**src/rtl/hfir_pkg.sv**
```systemverilog
// shared types, constants and control bundles for the hilbert fir i/q generator
`timescale 1ns / 1ps

package hfir_pkg;

    // sample and accumulator widths
    localparam int SAMPLE_W = 16;
    localparam int ACC_W    = 32;

    // 2/pi in q16, and the output scaling shift
    localparam logic [16:0] TWO_OVER_PI_Q16 = 17'd41722;
    localparam int          Q_SHIFT         = 16;

    // shared divider: quotient bits resolved per cycle
    localparam int DIV_STEP_BITS = 4;
    localparam int DIV_STEPS     = ACC_W / DIV_STEP_BITS;

    typedef logic signed [SAMPLE_W-1:0] sample_t;
    typedef logic [ACC_W-1:0]           acc_t;

    // commands from the controller to the datapath
    typedef struct packed {
        logic capture;     // latch new sample, clear accumulator, first tap
        logic rd_centre;   // read the centre (i) sample instead of the tap
        logic load_i;      // keep the centre sample
        logic load_prod;   // multiply the tap sample by 2/pi
        logic div_start;   // start dividing the product by the tap offset
        logic acc_add;     // add the signed quotient
        logic tap_next;    // step to the next odd offset
        logic load_out;    // move i/q into the output register
        logic write_back;  // shift the new sample into the history
    } cmd_t;

    // status from the datapath to the controller
    typedef struct packed {
        logic div_done;
        logic last_tap;
    } status_t;

endpackage

```
**src/rtl/hfir_sample_if.sv**
```systemverilog
// input channel carrying one audio sample per transfer
`timescale 1ns / 1ps

interface hfir_sample_if;
    logic             valid;
    logic             ready;
    hfir_pkg::sample_t audio_sample;

    modport source (output valid, output audio_sample, input ready);
    modport sink   (input valid, input audio_sample, output ready);
endinterface

```
**src/rtl/hfir_iq_if.sv**
```systemverilog
// output channel carrying one i/q pair per transfer
`timescale 1ns / 1ps

interface hfir_iq_if;
    logic             valid;
    logic             ready;
    hfir_pkg::sample_t i_out;
    hfir_pkg::sample_t q_out;

    modport source (output valid, output i_out, output q_out, input ready);
    modport sink   (input valid, input i_out, input q_out, output ready);
endinterface

```
**src/rtl/hilbert_fir_iq_generator_top.sv**
```systemverilog
// top level of the hilbert fir i/q generator
//
//   channel  | dir | payload                 | transfer when
//   ---------+-----+-------------------------+---------------------
//   samples  | in  | audio_sample (s16)      | valid && ready
//   iq       | out | i_out (s16), q_out (s16)| valid && ready
//
// one sample is worked at a time; its pace is set by the shared divider,
// which resolves 4 quotient bits a cycle. each odd tap in turn is read from
// the history, multiplied by 2/pi, started in the divider, divided and then
// added into the accumulator before the next tap is addressed.
// the finished pair sits in an output register, so a new sample is taken
// while the previous pair is still waiting; the block only holds in its last
// step when that register is still full. reset is asynchronous, active low;
// the history reads as zero until filled, tracked by a fill count.
`timescale 1ns / 1ps

module hilbert_fir_iq_generator_top #(
    parameter int HALF_WINDOW = 64
) (
    input  logic          clk,
    input  logic          rst_n,
    hfir_sample_if.sink   samples,
    hfir_iq_if.source     iq
);

    hfir_pkg::cmd_t    cmd;
    hfir_pkg::status_t status;
    logic              in_ready;
    logic              out_valid;
    hfir_pkg::sample_t i_out;
    hfir_pkg::sample_t q_out;

    // sequencing
    hfir_ctrl u_ctrl (
        .clk       (clk),
        .rst_n     (rst_n),
        .in_valid  (samples.valid),
        .in_ready  (in_ready),
        .out_valid (out_valid),
        .out_ready (iq.ready),
        .status    (status),
        .cmd       (cmd)
    );

    // arithmetic and storage
    hfir_datapath #(
        .HALF_WINDOW (HALF_WINDOW)
    ) u_datapath (
        .clk          (clk),
        .rst_n        (rst_n),
        .cmd          (cmd),
        .status       (status),
        .audio_sample (samples.audio_sample),
        .i_out        (i_out),
        .q_out        (q_out)
    );

    assign samples.ready = in_ready;
    assign iq.valid      = out_valid;
    assign iq.i_out      = i_out;
    assign iq.q_out      = q_out;

    // a new pair never overwrites one that has not been taken
    a_no_overwrite: assert property (@(posedge clk) disable iff (!rst_n)
        cmd.load_out |-> (!iq.valid || iq.ready))
        else $error("output register overwritten while full");

    // the divider cannot report completion the cycle after it starts
    a_div_latency: assert property (@(posedge clk) disable iff (!rst_n)
        cmd.div_start |=> !status.div_done)
        else $error("divider finished too early");

    // only one sample is in work at a time
    a_one_item: assert property (@(posedge clk) disable iff (!rst_n)
        (samples.valid && samples.ready) |=> !samples.ready)
        else $error("second sample taken while one is in work");

endmodule

```
**src/rtl/hfir_divider.sv**
```systemverilog
// iterative unsigned divider, a few quotient bits per cycle
`timescale 1ns / 1ps

module hfir_divider #(
    parameter int DIVISOR_W = 7
) (
    input  logic                 clk,
    input  logic                 rst_n,
    input  logic                 start,
    input  hfir_pkg::acc_t       dividend,
    input  logic [DIVISOR_W-1:0] divisor,
    output hfir_pkg::acc_t       quotient,
    output logic                 done
);

    localparam int STEP_W = (hfir_pkg::DIV_STEPS > 1) ? $clog2(hfir_pkg::DIV_STEPS) : 1;
    localparam logic [STEP_W-1:0] LAST_STEP = STEP_W'(hfir_pkg::DIV_STEPS - 1);

    hfir_pkg::acc_t        quo_reg;
    hfir_pkg::acc_t        quo_next;
    logic [DIVISOR_W-1:0]  rem_reg;
    logic [DIVISOR_W-1:0]  rem_next;
    logic [STEP_W-1:0]     step_reg;
    logic                  busy_reg;
    logic                  done_reg;
    logic [DIVISOR_W:0]    trial;

    // restoring division: dividend shifts out of the top as quotient bits shift in
    always_comb
    begin
        rem_next = rem_reg;
        quo_next = quo_reg;
        trial    = '0;
        for (int i = 0; i < hfir_pkg::DIV_STEP_BITS; i++)
        begin
            trial    = {rem_next, quo_next[hfir_pkg::ACC_W-1]};
            quo_next = {quo_next[hfir_pkg::ACC_W-2:0], 1'b0};
            if (trial >= {1'b0, divisor})
            begin
                rem_next    = DIVISOR_W'(trial - {1'b0, divisor});
                quo_next[0] = 1'b1;
            end
            else
            begin
                rem_next = trial[DIVISOR_W-1:0];
            end
        end
    end

    // step sequencing
    always_ff @(posedge clk or negedge rst_n)
    begin
        if (!rst_n)
        begin
            busy_reg <= 1'b0;
            done_reg <= 1'b0;
            step_reg <= '0;
        end
        else if (start)
        begin
            busy_reg <= 1'b1;
            done_reg <= 1'b0;
            step_reg <= '0;
        end
        else if (busy_reg)
        begin
            step_reg <= step_reg + 1'b1;
            if (step_reg == LAST_STEP)
            begin
                busy_reg <= 1'b0;
                done_reg <= 1'b1;
            end
        end
        else
        begin
            done_reg <= 1'b0;
        end
    end

    // working registers
    always_ff @(posedge clk)
    begin
        if (start)
        begin
            quo_reg <= dividend;
            rem_reg <= '0;
        end
        else if (busy_reg)
        begin
            quo_reg <= quo_next;
            rem_reg <= rem_next;
        end
    end

    assign quotient = quo_reg;
    assign done     = done_reg;

endmodule

```
**src/rtl/hfir_datapath.sv**
```systemverilog
// history memory, tap addressing, multiplier, divider and accumulator
`timescale 1ns / 1ps

module hfir_datapath #(
    parameter int HALF_WINDOW = 64
) (
    input  logic              clk,
    input  logic              rst_n,
    input  hfir_pkg::cmd_t    cmd,
    output hfir_pkg::status_t status,
    input  hfir_pkg::sample_t audio_sample,
    output hfir_pkg::sample_t i_out,
    output hfir_pkg::sample_t q_out
);

    localparam int HIST_LEN = 2 * HALF_WINDOW;
    localparam int AW       = $clog2(HIST_LEN);
    localparam int CNT_W    = $clog2(HIST_LEN + 1);
    localparam int DW       = $clog2(HALF_WINDOW + 1);
    localparam int VW       = AW + 2;
    localparam int K_FIRST_I = (HALF_WINDOW % 2 == 1) ? 0 : 1;

    localparam logic [AW:0]      HIST_LEN_C = HIST_LEN[AW:0];
    localparam logic [AW:0]      HALF_C     = HALF_WINDOW[AW:0];
    localparam logic [AW-1:0]    HALF_K     = HALF_WINDOW[AW-1:0];
    localparam logic [AW-1:0]    K_FIRST    = K_FIRST_I[AW-1:0];
    localparam logic [AW-1:0]    WP_LAST    = AW'(HIST_LEN - 1);
    localparam logic [AW:0]      TAP_STRIDE = (AW+1)'(2);
    localparam logic [CNT_W-1:0] HIST_CNT   = HIST_LEN[CNT_W-1:0];
    localparam logic [VW-1:0]    HIST_LEN_V = HIST_LEN[VW-1:0];

    // history memory, oldest sample at wp_reg
    logic [hfir_pkg::SAMPLE_W-1:0] mem [HIST_LEN];

    logic [AW-1:0]    wp_reg;
    logic [AW-1:0]    wp_next;
    logic [CNT_W-1:0] count_reg;
    logic [CNT_W-1:0] count_next;
    logic [AW-1:0]    k_reg;
    logic [AW:0]      k_plus2;

    hfir_pkg::sample_t              sample_reg;
    logic [hfir_pkg::SAMPLE_W-1:0]  rd_data_reg;
    logic                           rd_valid_reg;
    logic [hfir_pkg::SAMPLE_W-1:0]  centre_reg;
    hfir_pkg::acc_t                 prod_reg;
    logic                           term_neg_reg;
    hfir_pkg::acc_t                 acc_reg;
    hfir_pkg::sample_t              i_out_reg;
    hfir_pkg::sample_t              q_out_reg;

    logic [AW:0]     tap_sum;
    logic [AW:0]     tap_wrap;
    logic [AW:0]     centre_sum;
    logic [AW:0]     centre_wrap;
    logic [AW-1:0]   tap_addr;
    logic [AW-1:0]   centre_addr;
    logic [AW-1:0]   rd_addr;
    logic [VW-1:0]   rd_index;
    logic            rd_valid;

    logic [hfir_pkg::SAMPLE_W-1:0] x_sel;
    logic [hfir_pkg::SAMPLE_W:0]   x_ext;
    logic [hfir_pkg::SAMPLE_W:0]   x_abs;
    logic [33:0]                   product;
    logic                          d_neg;
    logic [AW-1:0]                 d_diff;
    logic [DW-1:0]                 d_abs;
    hfir_pkg::acc_t                quotient;
    logic                          div_done;
    hfir_pkg::acc_t                term;
    hfir_pkg::acc_t                neg_sum;

    // logical index to circular address
    assign tap_sum     = {1'b0, wp_reg} + {1'b0, k_reg};
    assign tap_wrap    = tap_sum - HIST_LEN_C;
    assign tap_addr    = (tap_sum >= HIST_LEN_C) ? tap_wrap[AW-1:0] : tap_sum[AW-1:0];
    assign centre_sum  = {1'b0, wp_reg} + HALF_C;
    assign centre_wrap = centre_sum - HIST_LEN_C;
    assign centre_addr = (centre_sum >= HIST_LEN_C) ? centre_wrap[AW-1:0]
                                                    : centre_sum[AW-1:0];
    assign rd_addr     = cmd.rd_centre ? centre_addr : tap_addr;

    // entries not yet filled since reset read as zero
    assign rd_index = cmd.rd_centre ? VW'(HALF_C) : VW'(k_reg);
    assign rd_valid = (rd_index + VW'(count_reg)) >= HIST_LEN_V;

    // memory write and registered read
    always_ff @(posedge clk)
    begin
        if (cmd.write_back)
        begin
            mem[wp_reg] <= sample_reg;
        end
        rd_data_reg  <= mem[rd_addr];
        rd_valid_reg <= rd_valid;
    end

    // tap offset sign and magnitude
    assign d_neg  = k_reg < HALF_K;
    assign d_diff = d_neg ? (HALF_K - k_reg) : (k_reg - HALF_K);
    assign d_abs  = d_diff[DW-1:0];

    // magnitude product 2/pi * |x|
    assign x_sel   = rd_valid_reg ? rd_data_reg : '0;
    assign x_ext   = {x_sel[hfir_pkg::SAMPLE_W-1], x_sel};
    assign x_abs   = x_sel[hfir_pkg::SAMPLE_W-1] ? (17'd0 - x_ext) : x_ext;
    assign product = hfir_pkg::TWO_OVER_PI_Q16 * x_abs;

    hfir_divider #(
        .DIVISOR_W (DW)
    ) u_divider (
        .clk      (clk),
        .rst_n    (rst_n),
        .start    (cmd.div_start),
        .dividend (prod_reg),
        .divisor  (d_abs),
        .quotient (quotient),
        .done     (div_done)
    );

    // signed term and negated sum
    assign term    = term_neg_reg ? (32'd0 - quotient) : quotient;
    assign neg_sum = 32'd0 - acc_reg;

    assign k_plus2 = {1'b0, k_reg} + TAP_STRIDE;

    // pointer and fill count advance
    always_comb
    begin
        wp_next    = (wp_reg == WP_LAST) ? '0 : wp_reg + 1'b1;
        count_next = (count_reg == HIST_CNT) ? count_reg : count_reg + 1'b1;
    end

    always_ff @(posedge clk or negedge rst_n)
    begin
        if (!rst_n)
        begin
            wp_reg    <= '0;
            count_reg <= '0;
        end
        else if (cmd.write_back)
        begin
            wp_reg    <= wp_next;
            count_reg <= count_next;
        end
    end

    // working registers
    always_ff @(posedge clk)
    begin
        if (cmd.capture)
        begin
            sample_reg <= audio_sample;
            acc_reg    <= '0;
            k_reg      <= K_FIRST;
        end
        else
        begin
            if (cmd.acc_add)
            begin
                acc_reg <= acc_reg + term;
            end
            if (cmd.tap_next)
            begin
                k_reg <= k_plus2[AW-1:0];
            end
        end
        if (cmd.load_i)
        begin
            centre_reg <= x_sel;
        end
        if (cmd.load_prod)
        begin
            prod_reg     <= product[hfir_pkg::ACC_W-1:0];
            term_neg_reg <= x_sel[hfir_pkg::SAMPLE_W-1] ^ d_neg;
        end
        if (cmd.load_out)
        begin
            i_out_reg <= centre_reg;
            q_out_reg <= neg_sum[hfir_pkg::Q_SHIFT +: hfir_pkg::SAMPLE_W];
        end
    end

    assign status.div_done = div_done;
    assign status.last_tap = k_plus2 >= HIST_LEN_C;
    assign i_out           = i_out_reg;
    assign q_out           = q_out_reg;

endmodule

```
**src/rtl/hfir_ctrl.sv**
```systemverilog
// controller state machine sequencing one sample through the taps
`timescale 1ns / 1ps

module hfir_ctrl (
    input  logic              clk,
    input  logic              rst_n,
    input  logic              in_valid,
    output logic              in_ready,
    output logic              out_valid,
    input  logic              out_ready,
    input  hfir_pkg::status_t status,
    output hfir_pkg::cmd_t    cmd
);

    typedef enum logic [3:0] {
        ST_IDLE,
        ST_RD_CENTRE,
        ST_LD_CENTRE,
        ST_TAP_ADDR,
        ST_TAP_MUL,
        ST_TAP_START,
        ST_TAP_WAIT,
        ST_TAP_ACC,
        ST_FINISH
    } state_t;

    state_t state_reg;
    state_t state_next;
    logic   out_valid_reg;
    logic   out_valid_next;
    logic   out_free;

    assign out_free = !out_valid_reg || out_ready;

    // next state and commands
    always_comb
    begin
        state_next = state_reg;
        cmd        = '0;
        case (state_reg)
            ST_IDLE:
            begin
                if (in_valid)
                begin
                    cmd.capture = 1'b1;
                    state_next  = ST_RD_CENTRE;
                end
            end
            ST_RD_CENTRE:
            begin
                cmd.rd_centre = 1'b1;
                state_next    = ST_LD_CENTRE;
            end
            ST_LD_CENTRE:
            begin
                cmd.load_i = 1'b1;
                state_next = ST_TAP_MUL;
            end
            ST_TAP_ADDR:
            begin
                state_next = ST_TAP_MUL;
            end
            ST_TAP_MUL:
            begin
                cmd.load_prod = 1'b1;
                state_next    = ST_TAP_START;
            end
            ST_TAP_START:
            begin
                cmd.div_start = 1'b1;
                state_next    = ST_TAP_WAIT;
            end
            ST_TAP_WAIT:
            begin
                if (status.div_done)
                begin
                    state_next = ST_TAP_ACC;
                end
            end
            ST_TAP_ACC:
            begin
                cmd.acc_add = 1'b1;
                if (status.last_tap)
                begin
                    state_next = ST_FINISH;
                end
                else
                begin
                    cmd.tap_next = 1'b1;
                    state_next   = ST_TAP_ADDR;
                end
            end
            ST_FINISH:
            begin
                if (out_free)
                begin
                    cmd.load_out   = 1'b1;
                    cmd.write_back = 1'b1;
                    state_next     = ST_IDLE;
                end
            end
            default:
            begin
                state_next = ST_IDLE;
            end
        endcase

        if (cmd.load_out)
        begin
            out_valid_next = 1'b1;
        end
        else if (out_ready)
        begin
            out_valid_next = 1'b0;
        end
        else
        begin
            out_valid_next = out_valid_reg;
        end
    end

    // state and output valid
    always_ff @(posedge clk or negedge rst_n)
    begin
        if (!rst_n)
        begin
            state_reg     <= ST_IDLE;
            out_valid_reg <= 1'b0;
        end
        else
        begin
            state_reg     <= state_next;
            out_valid_reg <= out_valid_next;
        end
    end

    assign in_ready  = (state_reg == ST_IDLE);
    assign out_valid = out_valid_reg;

endmodule
```
**src/flat_wrapper.sv**
```systemverilog
// flat-port wrapper written by rule: the top's interface ports become plain ports
module hilbert_fir_iq_generator_top_flat 
#(
    parameter int HALF_WINDOW = 64
)
  (clk, rst_n, samples_valid, samples_audio_sample, samples_ready, iq_valid, iq_i_out, iq_q_out, iq_ready);
  hfir_sample_if samples_i ();
  hfir_iq_if iq_i ();
  input  logic clk;
  input  logic rst_n;
  input wire logic [$bits(samples_i.valid)-1:0] samples_valid;
  input wire logic [$bits(samples_i.audio_sample)-1:0] samples_audio_sample;
  output wire logic [$bits(samples_i.ready)-1:0] samples_ready;
  output wire logic [$bits(iq_i.valid)-1:0] iq_valid;
  output wire logic [$bits(iq_i.i_out)-1:0] iq_i_out;
  output wire logic [$bits(iq_i.q_out)-1:0] iq_q_out;
  input wire logic [$bits(iq_i.ready)-1:0] iq_ready;
  assign samples_i.valid = samples_valid;
  assign samples_i.audio_sample = samples_audio_sample;
  assign samples_ready = samples_i.ready;
  assign iq_valid = iq_i.valid;
  assign iq_i_out = iq_i.i_out;
  assign iq_q_out = iq_i.q_out;
  assign iq_i.ready = iq_ready;
  hilbert_fir_iq_generator_top #(.HALF_WINDOW(HALF_WINDOW)) u_core (.clk(clk), .rst_n(rst_n), .samples(samples_i), .iq(iq_i));
endmodule
```
**config.mk**
```make
export PLATFORM = sky130hd
export DESIGN_NAME = hilbert_fir_iq_generator_top_flat
export DESIGN_NICKNAME = d
export VERILOG_FILES = /design/src/rtl/hfir_pkg.sv /design/src/rtl/hfir_sample_if.sv /design/src/rtl/hfir_iq_if.sv /design/src/rtl/hilbert_fir_iq_generator_top.sv /design/src/rtl/hfir_divider.sv /design/src/rtl/hfir_datapath.sv /design/src/rtl/hfir_ctrl.sv /design/src/flat_wrapper.sv
export SDC_FILE = /design/constraint.sdc
export NUM_CORES = 2
export LEC_CHECK = 0
export BUFFER_PORTS_ARGS = -buffer_cell sky130_fd_sc_hd__buf_2
export CAP_MARGIN = 30
export CORE_MARGIN = 1.5
export CORE_UTILIZATION = 43
export DETAILED_ROUTE_END_ITERATION = 8
export GPL_ROUTABILITY_DRIVEN = 0
export GPL_TIMING_DRIVEN = 0
export PLACE_DENSITY = 0.56
export SYNTH_ARGS = -nofsm -noshare
export SYNTH_HDL_FRONTEND = slang
export SYNTH_HIERARCHICAL = 1
export SYNTH_SLANG_ARGS = --single-unit
```
**constraint.sdc**
```tcl
create_clock -name clk -period 13.5 [get_ports clk]
set_input_delay 2.7 -clock clk [delete_from_list [all_inputs] [get_ports clk]]
set_output_delay 2.7 -clock clk [all_outputs]
set_load 0.02 [all_outputs]
```
# --- Word-level counts from Yosys, hierarchy flattened ---
# Memory sizes are Yosys's and may differ from the RTL's. A register that Yosys moved wholly into a read port is not among the register bits.
# Cells that the tools add are included.
classes:
  addsub: 19
  mul: 1
  n_lt_le_gt_ge: 9
  n_eq_ne: 15
  mux: 46
  bitwise: 2
  n_reduce_logical: 8
op_table:
  columns: ["operator", "count"]
  rows:
  - ["$mux 32", 3]
  - ["$mux 7", 10]
  - ["$sub 1x32->32 const A", 2]
  - ["$add 32x32->32", 1]
  - ["$ge 8x7->1", 4]
  - ["$pmux 4 s8", 1]
  - ["$mul 15x17->31 const A", 1]
  - ["$sub 7x7->7", 4]
  - ["$ge 8x8->1 const B", 3]
  - ["$mux 1", 21]
  - ["$mux 17", 1]
  - ["$sub 1x16->17 const A", 1]
  - ["$eq 4x3->1 const B", 4]
  - ["$mux 16", 1]
  - ["$mux 4", 4]
  - ["$sub 7x1->7 const B", 2]
  - ["$add 7x8->9", 1]
  - ["$ge 9x8->1 const B", 1]
  - ["$add 7x2->8 const B", 1]
  - ["$add 7x7->8", 1]
  - ["$add 7x7->8 const B", 1]
  - ["$add 8x1->8 const B", 1]
  - ["$eq 4x2->1 const B", 2]
  - ["$eq 8x8->1 const B", 1]
  - ["22 further kinds", 28]
totals:
  register_bits: 200
  ramBits: 2048
  inputBits: 20
  out_inout_bits: 34
  wordCells: 120
  memories: 1
memory_table:
  columns: ["memory", "words", "word_bits", "rd", "rd_clocked_by_memory_dff", "wr", "line", "text"]
  rows:
  - ["u_core.u_datapath.mem", 128, 16, 1, 1, 1, "hfir_datapath.sv:33", "logic [hfir_pkg::SAMPLE_W-1:0] mem [HIST_LEN];"]

# --- Longest topological paths before layout ---
depth:
  word_depth: 12
  mapped_depth: 37
  depth_no_buf: 33

# --- By module ---
# Netlist, hierarchy kept.
modules_own_cells:
  columns: ["mod", "n_inst", "cells_per_inst", "area_each_um2", "seq_area_each_um2"]
  rows:
  - ["hfir_datapath", 1, 5133, 92817.8, 65858.2]
  - ["hfir_divider", 1, 323, 3503.4, 1226.2]
  - ["hfir_ctrl", 1, 35, 331.6, 125.1]

# --- Worst setup path before layout ---
# No wires, ideal clock.
synth_timing:
  path_kind: "reg2reg"
  startpoint: "reg u_core.u_datapath.k_reg[6]"
  endpoint: "reg u_core.u_datapath.u_divider.quo_reg[0], in the netlist u_core/u_datapath/u_divider/quotient[0] (data pin)"
  setup_time_ps: 260
  arrival_time_ps: 7869
  required_ps: 13240
  setup_slack_ps: 5371
  stages_incl_launch_ff: 34
  path_buffers: 4
  period_less_slack_ps: 8129
  path_cell_list: "dfxtp_1 -> clkbuf_1 -> xnor2_1 -> inv_1 -> fa_1 -> a211oi_2 -> o21a_1 -> o21a_2 -> buf_6 -> mux2_2 -> fa_1 -> nand2b_1 -> a21oi_1 -> o41ai_4 -> o2111ai_4 -> mux2_2 -> ha_1 -> and4_1 -> a311oi_1 -> a31o_2 -> nand4_1 -> mux2i_4 -> mux2i_1 -> ha_1 -> nor2b_1 -> o21ai_0 -> a21oi_1 -> o21ai_0 -> o211ai_1 -> a21o_1 -> buf_4 -> or2_1 -> buf_6 -> mux2_2"
synth_between:
  elab_chain_len: 11
  word_cells_on_any_way: 16
  cone_classes: "5 x add/sub; 5 x order compare; 6 x mux"
synth_lines:
  columns: ["item", "line", "text"]
  rows:
  - ["start, declared", "hfir_datapath.sv:39", "logic [AW-1:0] k_reg;"]
  - ["start signal, assigned", "hfir_datapath.sv:166", "k_reg <= k_plus2[AW-1:0];"]
  - ["$lt 7x7->1 (*)", "hfir_datapath.sv:100", "assign d_neg = k_reg < HALF_K;"]
  - ["$mux 7 (*)", "hfir_datapath.sv:101", "assign d_diff = d_neg ? (HALF_K - k_reg) : (k_reg - HALF_K);"]
  - ["net u_core.u_datapath.d_abs[1]", "hfir_datapath.sv:68", "logic [DW-1:0] d_abs;"]
  - ["$sub 7x7->7 or $ge 8x7->1 (tied branches)", "hfir_divider.sv:40, hfir_divider.sv:38", null]
  - ["$mux 7", "hfir_divider.sv:38", "if (trial >= {1'b0, divisor})"]
  - ["$sub 7x7->7 or $ge 8x7->1 (tied branches)", "hfir_divider.sv:40, hfir_divider.sv:38", null]
  - ["$mux 7", "hfir_divider.sv:38", null]
  - ["$sub 7x7->7 or $ge 8x7->1 (tied branches)", "hfir_divider.sv:40, hfir_divider.sv:38", null]
  - ["$mux 7", "hfir_divider.sv:38", null]
  - ["$ge 8x7->1 (*)", "hfir_divider.sv:38", null]
  - ["$mux 1 (*)", "hfir_divider.sv:38", null]
  - ["$mux 32 (*)", "hfir_divider.sv:88", "else if (busy_reg)"]
  - ["end signal, assigned", "hfir_divider.sv:85", "quo_reg <= dividend;"]
  - ["end signal, assigned", "hfir_divider.sv:90", "quo_reg <= quo_next;"]
  - ["end, declared", "hfir_divider.sv:19", "hfir_pkg::acc_t quo_reg;"]
# The timed path passes the listed nets; every way through them passes the cells marked *. The select of a mux whose other input is x is not followed.
# A chain may end at the register's enable or synchronous reset.

# --- Final worst setup path ---
# Same ends and word-level chain as after synthesis.

==> results.cfg <==
[detailed_routing]
drtAntennaViolNets = 0
post_drt_via_cell_ratio = 5.73
drt_first_pass_iters = 9
detail_route.wirelength_um = 262000
route.detailed.drc = 2
dr_total_vias = 52800
drt_iter0_drcs = 5705
wl_per_cell_um = 28.4

[sta]
worst-slew-pin-transition_ns = 1.08
final_period_minus_worst_setup_slack_ns = 9.75
worst_clk_skew_ns = 0.0760
final_max_slew_viol_count = 0
rsz_0062_raised_after_global_routing = false
clock.fmax_mhz = 103
final_setup_violation_count = 0
final.setup.worst_slack_ns = 3.75
timing.final.hold_violations = 0
post-route-period-util_pct = 72.2
fin_tns_setup_ns = 0
worst_slew_margin_rel_pct = 27.6

[clock_tree]
cts_made_buffers = 229
post_cts.resized_instances = 0
cts-root-buf = clkbuf_16
cts_max_path_buffers = 3
clk_pin_slew_worst_paths_ns = 0.06
clk_latency_ns = 0.90
hold_fix_buffer_count_after_cts = 0
ctsHtreeMaxLevel = 4
cts_setup_buffers = 0
cts_num_sinks = 2263
tritoncts = built

[logic_synthesis]
post_synth_instance_area_sq_mm = 0.0967
flops_latches_synth = 2263
avgSynthCellArea_sq_um = 17.6
synth_enable_flop_cells = 2176
ys_warn_count = 6
async_reset_ff_share_pct = 1.10
netlist-cell-type-count = 100
synth_ff_type = edfxtp_1
syn-instance-count = 5491
synth_sequential_area_ratio_pct = 69.5

[global_routing]
grt.overflow.total = 0
grt_start_max_net_pins = 37
total_routing_usage_gr_pct = 22.9
global_route_wire_length_before_repair_um = 377000
grt_antenna_before_repair = 11
number_of_global_route_vias_before_repair = 52500

[flow_run]
maxCapViolations = 0

[worst_setup_path]
criticalPathCategory = reg2reg
crit-reg2reg-launch = u_core/u_datapath/k_reg[6]
start_kind = flop
setup.worst_path.start = u_core/u_datapath/k_reg[6]
cp_data_arrival_time_ns = 10.39
critPathMaxFanout = 10
critical_path_required_ns = 14.14
worst-r2r-cell-count = 33
crit_path_max_incr_delay_ns = 0.76
setup.worst_path.end_class = flop
timing.critical_path.mode_cell = mux2_2
timing.critical_path.slowest_stage_cell = xnor2_1

[place]
placedInstanceArea_sq_mm = 0.106
place_ws_ns = 3.74
numPlacedInstances = 8775
hpwlAfterDp_um = 189000
buffers_on_ports = 53

[floorplanning]
die-area_sq_mm = 0.228
floorplan.initialDensity_pct = 43.4
design.core.area_sq_mm = 0.223
floorplan.die.width_um = 477
die_span_y_um = 477
pin_count = 54
std_cell_rows = 173

[finish]
numnets_final = 6353
combined_area_of_the_multi_input_logic_cells_sq_mm = 0.0278
final_design_area_no_fill_sq_mm = 0.113
area_growth_pct = 17.4
largest_register_ff_count = 2048
finalNonFillerCells = 9218
drive_above_1_share_pct = 23.2
fillCellCount = 18100
register_area_sq_mm = 0.0672

[run_status]
run_status = finished, violations left
violations = design-rule violations

[power]
power_density_mw_per_mm2 = 219
power.static_leakage_uw = 0.0389
worst_voltage_drop_across_the_vdd_grid_mv = 0.433

[min_path]
hold_path.class = reg2reg
hold-path-cell-count = 0
min-delay-start = u_core/u_datapath/centre_reg[9]
==> cell families after synthesis <==
logic type / share of synthesized area, %
AND/OR/NAND/NOR: 5.28
multiplexers: 13.6
buffers and inverters: 2.08
XOR/XNOR: 1.23
flip-flops: 69.5
other: 0.00777
adder cells (fa/ha/maj): 4.54
AO/OA/AOI/OAI: 3.72
==> power breakdown <==
group          switching, uW  internal, uW  total, uW
combinational           6280          3930      10200
clock                   2720          3640       6370
sequential               230          8000       8230
total                   9230         15600      24800
==> worst paths after layout <==
check	endpoint	slack, ns
max	u_core/u_datapath/u_divider/quotient[0]	3.75
min	u_core/u_datapath/i_out[9]	0.42
max reg2reg	u_core/u_datapath/u_divider/quotient[0]	3.75
min reg2reg	u_core/u_datapath/i_out[9]	0.42
max in group asynchronous	u_core/u_datapath/wp_reg[1]	11.14
min in group asynchronous	u_core/u_ctrl/out_valid	1.84
==> synthesized netlist by cell type, drive strengths merged (12+ instances only) <==
cell type / n / area (sq um)
edfxtp: 2176 / 65300
a21o: 33 / 250
nor2: 364 / 1370
and2: 27 / 169
nor2b: 35 / 219
dfrtp: 25 / 626
a32oi: 15 / 131
inv: 234 / 878
o21a: 18 / 136
mux2: 42 / 477
a21oi: 101 / 505
nand4: 20 / 125
buf: 121 / 581
or3: 12 / 75.1
xnor2: 97 / 850
o21ai: 72 / 364
o211ai: 44 / 340
clkbuf: 148 / 556
a211oi: 37 / 295
dfxtp: 62 / 1240
fa: 96 / 1920
xor2: 39 / 342
o22ai: 36 / 225
a221oi: 19 / 173
nor3: 32 / 171
a2111o: 17 / 191
nand2b: 21 / 131
o31ai: 16 / 134
nor4: 18 / 128
mux4: 512 / 11500
nand2: 384 / 1440
nand3: 143 / 716
mux2i: 113 / 1140
ha: 196 / 2450
and3: 26 / 163
==> routing by layer <==
layer	vias to the layer above	wire length (um)	track usage, %
li1	22800	-	-
met1	27800	110000	31.9
met2	1929	126000	36.8
met3	365	18300	4.23
met4	4	8340	7.16
met5	-	27	0
==> cell usage in the layout (no fill, tap or decap), types with 51 or more instances in the layout <==
master	n
o21ai_0	69
clkbuf_16	233
nor2_2	118
buf_8	137
buf_2	112
a21oi_1	101
nor2_1	246
xnor2_1	97
mux4_2	512
buf_1	51
clkbuf_1	187
ha_1	196
buf_16	91
edfxtp_1	2176
nand3_1	143
nand2_1	384
inv_1	234
dfxtp_1	62
mux2i_1	112
fa_1	96
==> worst max-delay path: cells and delay by family (launching register included) <==
kind | cells | cell delay [ns]
compound gates | 13 | 2.84
mux | 5 | 1.82
fa+ha+maj | 4 | 1.62
buf+inv | 5 | 1.18
simple gates | 5 | 0.91
xor+xnor | 1 | 0.76
flops | 1 | 0.34
==> per-stage QoR <==
step	utilization, %	power (uW)	hold slack [ns]
after floorplan	-	14900	0.400
after global placement	45.2	18200	0.406
after detailed placement	47.5	18400	0.405
after CTS	50.9	24800	0.422
after global routing	50.9	25900	0.426
final	50.9	24800	0.417
==> area by class of cell <==
class                      instances  area share (%)
sequential                      2263            59.2
multi-input combinational       2736            24.5
clock buffer                     286            5.37
timing repair buffer             308            4.47
tap                             2975            3.28
clock inverter                   142            1.30
buffer                           269            1.01
inverter                         234           0.774
antenna                            5          0.0110
Note: power is estimated with default switching activity, not from simulation.
